<file path="src/rtl/core/ped_pkg.sv">
package ped_pkg;

   localparam int FRAC_BITS_DEF = 16;
   localparam int CSR_ADDR_W    = 5;
   localparam int CSR_IDX_W     = 3;

   // register indexes
   localparam logic [CSR_IDX_W-1:0] REG_GRAV_X      = 3'd0;
   localparam logic [CSR_IDX_W-1:0] REG_GRAV_Y      = 3'd1;
   localparam logic [CSR_IDX_W-1:0] REG_GRAV_Z      = 3'd2;
   localparam logic [CSR_IDX_W-1:0] REG_START_COLOR = 3'd3;
   localparam logic [CSR_IDX_W-1:0] REG_END_COLOR   = 3'd4;
   localparam logic [CSR_IDX_W-1:0] REG_START_SIZE  = 3'd5;
   localparam logic [CSR_IDX_W-1:0] REG_END_SIZE    = 3'd6;

   localparam logic [31:0] START_COLOR_RST = 32'hFFFF_FFFF;
   localparam logic [30:0] START_SIZE_RST  = 31'd65536;

   // blend factor selection codes
   localparam logic [1:0] TSEL_FULL = 2'd0;
   localparam logic [1:0] TSEL_ZERO = 2'd1;
   localparam logic [1:0] TSEL_DIV  = 2'd2;

   typedef logic [2:0][31:0] vec3_type;

   typedef struct packed {
      logic        alive_in;
      logic [31:0] pos_x_in;
      logic [31:0] pos_y_in;
      logic [31:0] pos_z_in;
      logic [31:0] vel_x_in;
      logic [31:0] vel_y_in;
      logic [31:0] vel_z_in;
      logic [31:0] life_in;
      logic [30:0] max_life;
      logic [30:0] time_step;
   } req_payload_type;

   typedef struct packed {
      logic        alive_out;
      logic [31:0] pos_x_out;
      logic [31:0] pos_y_out;
      logic [31:0] pos_z_out;
      logic [31:0] vel_x_out;
      logic [31:0] vel_y_out;
      logic [31:0] vel_z_out;
      logic [31:0] life_out;
      logic [31:0] color_out;
      logic [30:0] size_out;
   } rsp_payload_type;

   // flags carried alongside the arithmetic
   typedef struct packed {
      logic        upd;
      logic        live;
      logic [31:0] life;
   } side_type;

   // a + b saturated to signed 32 bits, b already scaled
   function automatic logic [31:0] sat_add(input logic [31:0] a, input logic [63:0] b);
      logic signed [63:0] s;
      s = $signed({{32{a[31]}}, a}) + $signed(b);
      if (s > 64'sh0000_0000_7FFF_FFFF)       sat_add = 32'h7FFF_FFFF;
      else if (s < -64'sh0000_0000_8000_0000) sat_add = 32'h8000_0000;
      else                                     sat_add = s[31:0];
   endfunction

endpackage

</file>
<file path="src/rtl/core/ped_divider.sv">
module ped_divider #(
   parameter int FRAC_BITS = ped_pkg::FRAC_BITS_DEF
) (
   input  logic               clock,
   input  logic               advance,
   input  logic [30:0]        max_life,
   input  logic [31:0]        life,
   output logic [FRAC_BITS:0] t
);
   import ped_pkg::*;

   localparam logic [FRAC_BITS:0] T_FULL = (FRAC_BITS+1)'(1) << FRAC_BITS;

   logic [1:0]  sel0;
   logic [30:0] rem0;

   logic [30:0]          rem_ff [FRAC_BITS];
   logic [30:0]          rem_in [FRAC_BITS];
   logic [FRAC_BITS-1:0] quo_ff [FRAC_BITS];
   logic [FRAC_BITS-1:0] quo_in [FRAC_BITS];
   logic [30:0]          den_ff [FRAC_BITS];
   logic [1:0]           sel_ff [FRAC_BITS];

   // special cases first, then one quotient bit per stage
   always_comb begin
      rem0 = max_life - life[30:0];
      if ($signed(life) <= 32'sd0 || max_life == 31'd0) begin
         sel0 = TSEL_FULL;
      end else if (life[30:0] >= max_life) begin
         sel0 = TSEL_ZERO;
      end else begin
         sel0 = TSEL_DIV;
      end
   end

   for (genvar k = 0; k < FRAC_BITS; k++) begin : g_step
      logic [30:0]          rem_p;
      logic [FRAC_BITS-1:0] quo_p;
      logic [30:0]          den_p;
      logic [1:0]           sel_p;
      logic [31:0]          sh;

      if (k == 0) begin : g_first
         assign rem_p = rem0;
         assign quo_p = '0;
         assign den_p = max_life;
         assign sel_p = sel0;
      end else begin : g_next
         assign rem_p = rem_ff[k-1];
         assign quo_p = quo_ff[k-1];
         assign den_p = den_ff[k-1];
         assign sel_p = sel_ff[k-1];
      end

      always_comb begin
         sh = {rem_p, 1'b0};
         if (sh >= {1'b0, den_p}) begin
            rem_in[k] = 31'(sh - {1'b0, den_p});
            quo_in[k] = {quo_p[FRAC_BITS-2:0], 1'b1};
         end else begin
            rem_in[k] = sh[30:0];
            quo_in[k] = {quo_p[FRAC_BITS-2:0], 1'b0};
         end
      end

      always_ff @(posedge clock) begin
         if (advance) begin
            rem_ff[k] <= rem_in[k];
            quo_ff[k] <= quo_in[k];
            den_ff[k] <= den_p;
            sel_ff[k] <= sel_p;
         end
      end
   end

   always_comb begin
      unique case (sel_ff[FRAC_BITS-1])
         TSEL_FULL: t = T_FULL;
         TSEL_ZERO: t = '0;
         default:   t = {1'b0, quo_ff[FRAC_BITS-1]};
      endcase
   end

endmodule

</file>
<file path="config.mk">
export PLATFORM = sky130hd
export DESIGN_NAME = ped_divider
export DESIGN_NICKNAME = d
export VERILOG_FILES = /design/src/rtl/core/ped_pkg.sv /design/src/rtl/core/ped_divider.sv
export SDC_FILE = /design/constraint.sdc
export NUM_CORES = 2
export LEC_CHECK = 0
export ABC_AREA = 1
export BUFFER_PORTS_ARGS = -buffer_cell sky130_fd_sc_hd__buf_2
export CAP_MARGIN = 20
export CORE_ASPECT_RATIO = 1.75
export CORE_MARGIN = 2
export CORE_UTILIZATION = 35
export DETAILED_ROUTE_END_ITERATION = 8
export PLACE_DENSITY_LB_ADDON = 0.15
export RECOVER_POWER = 50
export SETUP_SLACK_MARGIN = 0.3
export SLEW_MARGIN = 10
export SYNTH_ARGS = -nofsm -noshare
export SYNTH_HDL_FRONTEND = slang
export SYNTH_SLANG_ARGS = --single-unit
export TNS_END_PERCENT = 1
</file>
<file path="constraint.sdc">
create_clock -name clock -period 4.2 [get_ports clock]
set_input_delay 0.84 -clock clock [delete_from_list [all_inputs] [get_ports clock]]
set_output_delay 0.84 -clock clock [all_outputs]
set_load 0.02 [all_outputs]
</file>
## After elaboration in Yosys (flattened, before gate mapping)

Memories as Yosys holds them, arrays and structs flattened.
Cells that the tools add are included.

- Add/subtract/negate cells: 17
- Order comparisons: 18
- Equal/unequal tests: 1
- Mux-type cells: 37
- Reductions and logical operators: 3

Operator list:

| operator | number |
|---|---|
| $sub A31 B31 Y31 | 17 |
| $ge A32 B31 Y1 | 16 |
| $mux W31 | 16 |
| $pmux W17 S2 | 1 |
| $le A32 B1 Y1 const B | 1 |
| $ge A31 B31 Y1 | 1 |
| $logic_not A31 Y1 | 1 |
| $mux W1 | 18 |
| $mux W2 | 2 |
| $eq A2 B1 Y1 const B | 1 |
| $logic_not A2 Y1 | 1 |
| $logic_or A1 B1 Y1 | 1 |

- Bits in registers: 0
- Memory bits (writable): 1,280
- Bits of input ports: 65
- Output and inout bits: 17
- Memories: 4

Memories:

| memory | words | bits a word | rd ports | clocked after memory_dff | wr ports | line | RTL |
|---|---|---|---|---|---|---|---|
| den_ff | 16 | 31 | 15 | 0 | 16 | ped_divider.sv:21 | `logic [30:0] den_ff [FRAC_BITS];` |
| rem_ff | 16 | 31 | 15 | 0 | 16 | ped_divider.sv:17 | `logic [30:0] rem_ff [FRAC_BITS];` |
| quo_ff | 16 | 16 | 16 | 0 | 16 | ped_divider.sv:19 | `logic [FRAC_BITS-1:0] quo_ff [FRAC_BITS];` |
| sel_ff | 16 | 2 | 16 | 0 | 16 | ped_divider.sv:22 | `logic [1:0] sel_ff [FRAC_BITS];` |

## Longest topological paths before layout

- Depth after elaboration: 3
- Mapped depth: 27
- Gate-level depth less buffers: 26

## Worst setup path after synthesis

No wires, ideal clock.

- Path type: input port to flip-flop
- From: input max_life[0]
- To: memory rem_ff[0][13], data pin
- Arrival time: 3.742 ns
- Data required time: 3.948 ns
- Path slack: 0.205 ns
- Stages: 24
- Buffers on the path: 1
- Cell sequence: inv_1 > ha_1 > inv_1 > fa_1 > nand3_1 > nand2_2 > a21oi_2 > o21ai_2 > a21oi_1 > xnor2_1 > ha_1 > a21oi_1 > nand2_1 > a21oi_1 > nand4_1 > nand2_1 > nand2_1 > nand2_1 > nand2_1 > nand2_4 > nand2_4 > buf_6 > nand2_1 > nand2_1

RTL lines:

| what | line | RTL |
|---|---|---|
| start, declared | ped_divider.sv:6 | `input logic [30:0] max_life,` |
| end, declared | ped_divider.sv:17 |  |

==> out/metrics.yaml <==
route:
  routed_via_density: 5.18
  drt_iter0_markers: 2192
  num_vias: 57000
  dr_wl_met2_mm: 178
  drc_errors: 0
  wl_per_cell_um: 26.5
  topRoutingLayerUsed: "met5"
  wl_met3_mm: 7.32
  drt_first_pass_iters: 5
  wirelength_mm: 291
  ant_nets: 0
  wl_met1_mm: 60.0
logic_synthesis:
  ys_warn_count: 0
  synth.lib_cells_used.distinct: 46
  synth_edf_count: 1098
  synth_top_family_by_area: "simple AND/OR/NAND/NOR gates"
  ys_seq_area_frac: 0.478
  synth_xor_area_frac: 0.0410
  syn_area_um2: 69000
  synth_adder_area_share: 0.0997
  yosys-top-cells-area: "edfxtp_1 48%, ha_1 9.5%, nand2_1 9.2%, inv_1 5.9%, a21oi_1 4.2%"
  synth_top_area_frac: 0.478
  async_flop_share: 0
  ys_ff_latch: 1098
  yosys_most_used_dff: "edfxtp_1"
  synth_fp_nets: 8302
  yosys.area_share.simple: 0.186
  synth_area_leader_cell: "edfxtp_1"
  synth_compound_area_frac: 0.127
  synth_cells: 7696
  syn_avg_cell_area_um2: 8.97
  muxShareOfSynthArea: 0
timing:
  grt_setup_unrepaired: "true"
  period_minus_slack_ns: 3.84
  worst_pin_slew_ns: 3.37
  period_share: 0.915
  maxSlewViolCount: 43
  fmax_mhz: 260
  timing.final.ws_setup_ns: 0.356
  slew_headroom: -1.24
  finClkSkew_ns: 0.0567
  final-setup-viol-count: 0
  hold_viol_final: 0
die:
  start_util: 0.352
  die_x_um: 340
  core_um2: 196000
  rows: 215
  ioPinCount: 82
  dieArea_um2: 201000
  die_y_um: 591
cts:
  cts_root_buf: "clkbuf_16"
  numCtsBuffers: 112
  cts_hold_buf: 0
  clkSinkCount: 1098
  cts_tree: "yes"
  clk_latency_ns: 0.79
  htreeDepth: 3
  clkTransAtPathRegs_ns: 0.07
  clk_path_buf_depth: 3
run_status:
  status: "complete, but fails checks"
  failed_checks: "max-capacitance violations, max-slew violations"
critical_path:
  crit_chain: "dlymetal6s4s_1 -> buf_12 -> clkbuf_4"
  cp-endpoint: "sel_ff[0][2]$_DFFE_PP_"
  reg2regPathDepth: 9
  cpMaxStageDelayCell: "dlymetal6s4s_1"
  r2r-end: "rem_ff[1][28]$_DFFE_PP_"
  arrival_ns: 4.27
  startpoint_type: "input pin"
  worstPathMaxFanout: 50
  r2r-start: "den_ff[0][217]$_DFFE_PP_"
  end_kind: "flop"
  cp.required_ns: 4.63
  crit_path_max_incr_delay_ns: 2.44
  startpoint: "advance"
  setup.worst_path.class: "in2reg"
  r2r_setup_slack_ns: 0.56
placement:
  pre_cts_ws_ns: -0.523
  globalplace.congestion: 1.03
  place_hpwl_mm: 244
  port_buffers: 81
  placed_cells: 10800
worst_hold_path:
  hold_depth: 0
  worstHoldPathType: "reg2reg"
final_layout:
  stdcell_count: 11000
  drive_gt1_frac: 0.112
  area_delta_synth_final_pct: 16.2
  num-nets-final: 8904
global_routing:
  grt_max_degree: 116
  overflow: 0
  first_global_vias: 62700
  grtUsageTotal: 0.287
  grt_pass1_wl_mm: 404
  grt_antenna_before_repair: 4
pwr:
  ir_worst_vdd_mv: 0.438
  p_per_area_nw_per_um2: 811
  power.leakage_nw: 34.6
  finalPower_mw: 65.0
job:
  drv_cap: 1
-- where the power goes --
| part | internal, mW | switching, mW |
|---|---|---|
| Sequential | 16.6 | 1.73 |
| Combinational | 11.7 | 24.7 |
| Clock | 5.52 | 4.75 |
-- per-stage QoR --
step / hold WS (ns) / setup TNS (ns) / instance area, um2 / util
after detailed placement: 0.405 / -15.89 / 76200 / 0.389
after floorplan: 0.400 / 0 / 69100 / -
after global routing: 0.410 / 0 / 80200 / 0.409
after CTS: 0.304 / 0 / 79900 / 0.407
final: 0.413 / 0 / 80200 / 0.409
after global placement: 0.400 / -15.25 / 76200 / 0.389
-- synth_stat cells (all sizes together) (9+ instances only) --
library cell / count
nand2: 1703
inv: 1099
edfxtp: 1098
o21ai: 609
a21oi: 599
nor2: 577
ha: 526
nand3: 417
xnor2: 177
xor2: 146
a21o: 107
buf: 86
nor3: 79
nand4: 77
nand3b: 73
o21bai: 69
nor4: 44
a21boi: 36
o21a: 25
a211oi: 23
a31oi: 23
o221ai: 23
or2: 19
fa: 15
and3: 11
o211ai: 11
o2111ai: 10
clkbuf: 9
-- worst min path at each step --
stage,from,end
2_1_floorplan,quo_ff[0][83]$_DFFE_PP_,quo_ff[0][100]$_DFFE_PP_
3_3_place_gp,quo_ff[1][41]$_DFFE_PP_,quo_ff[1][58]$_DFFE_PP_
3_5_place_dp,quo_ff[0][96]$_DFFE_PP_,quo_ff[0][113]$_DFFE_PP_
4_1_cts,max_life[30],den_ff[0][30]$_DFFE_PP_
5_1_grt,den_ff[1][174]$_DFFE_PP_,den_ff[1][205]$_DFFE_PP_
6_report,den_ff[1][111]$_DFFE_PP_,den_ff[1][142]$_DFFE_PP_
-- cell type report --
cell class | instances | area (um2)
Multi-Input combinational cell | 5404 | 31700
Inverter | 1099 | 4130
Timing Repair Buffer | 583 | 4480
Tap cell | 2604 | 3260
Antenna cell | 3 | 7.51
Clock inverter | 72 | 769
Clock buffer | 137 | 2900
Fill cell | 19800 | 116000
Sequential cell | 1098 | 33000
-- flip-flops by register name (all words and copies together) (netlist names) --
name	flops
den_ff	465
rem_ff	465
sel_ff	32
quo_ff	136
-- worst max-delay path, delay by kind of cell --
family	cells	cell delay, ns
buf+inv	3	3.29
-- per-layer routing --
metal / global-route usage / vias up
li1: - / 27500
met1: 0.146 / 26900
met2: 0.633 / 1410
met3: 0.0330 / 1131
met4: 0.374 / 2
met5: 0 / -
-- cell families (layout without fill, tap and decap cells) --
| kind of cell | count (synthesis) | count (layout) |
|---|---|---|
| and+or+nand+nor | 3004 | 3004 |
| AOI/OAI and AO/OA | 1536 | 1536 |
| buffers and inverters | 1194 | 1891 |
| DFF | 1098 | 1098 |
| adders and majority gates | 541 | 541 |
| xor gates and xnor gates | 323 | 323 |
| other | 0 | 3 |
-- placed cells by master (no fill, tap or decap), drive strengths merged, types with 25 or more instances in the layout --
cell type,n
xnor2,177
nand3,417
a21oi,599
a21o,107
nor4,44
xor2,146
inv,1103
nor2,577
o21a,25
a21boi,36
ha,526
buf,542
clkinv,52
nand2,1703
edfxtp,1098
nor3,79
nand3b,73
clkbuf,177
o21bai,69
nand4,77
o21ai,609
-- repair_timing --
item | 4_1_cts | 5_1_grt
buffers inserted | 0 | 5
resized for setup | 1 | 69
pin swaps | 0 | 22
setup endpoints to repair | 1 | 32
cloned | 0 | 3
Note: power is estimated with default switching activity, not from simulation.
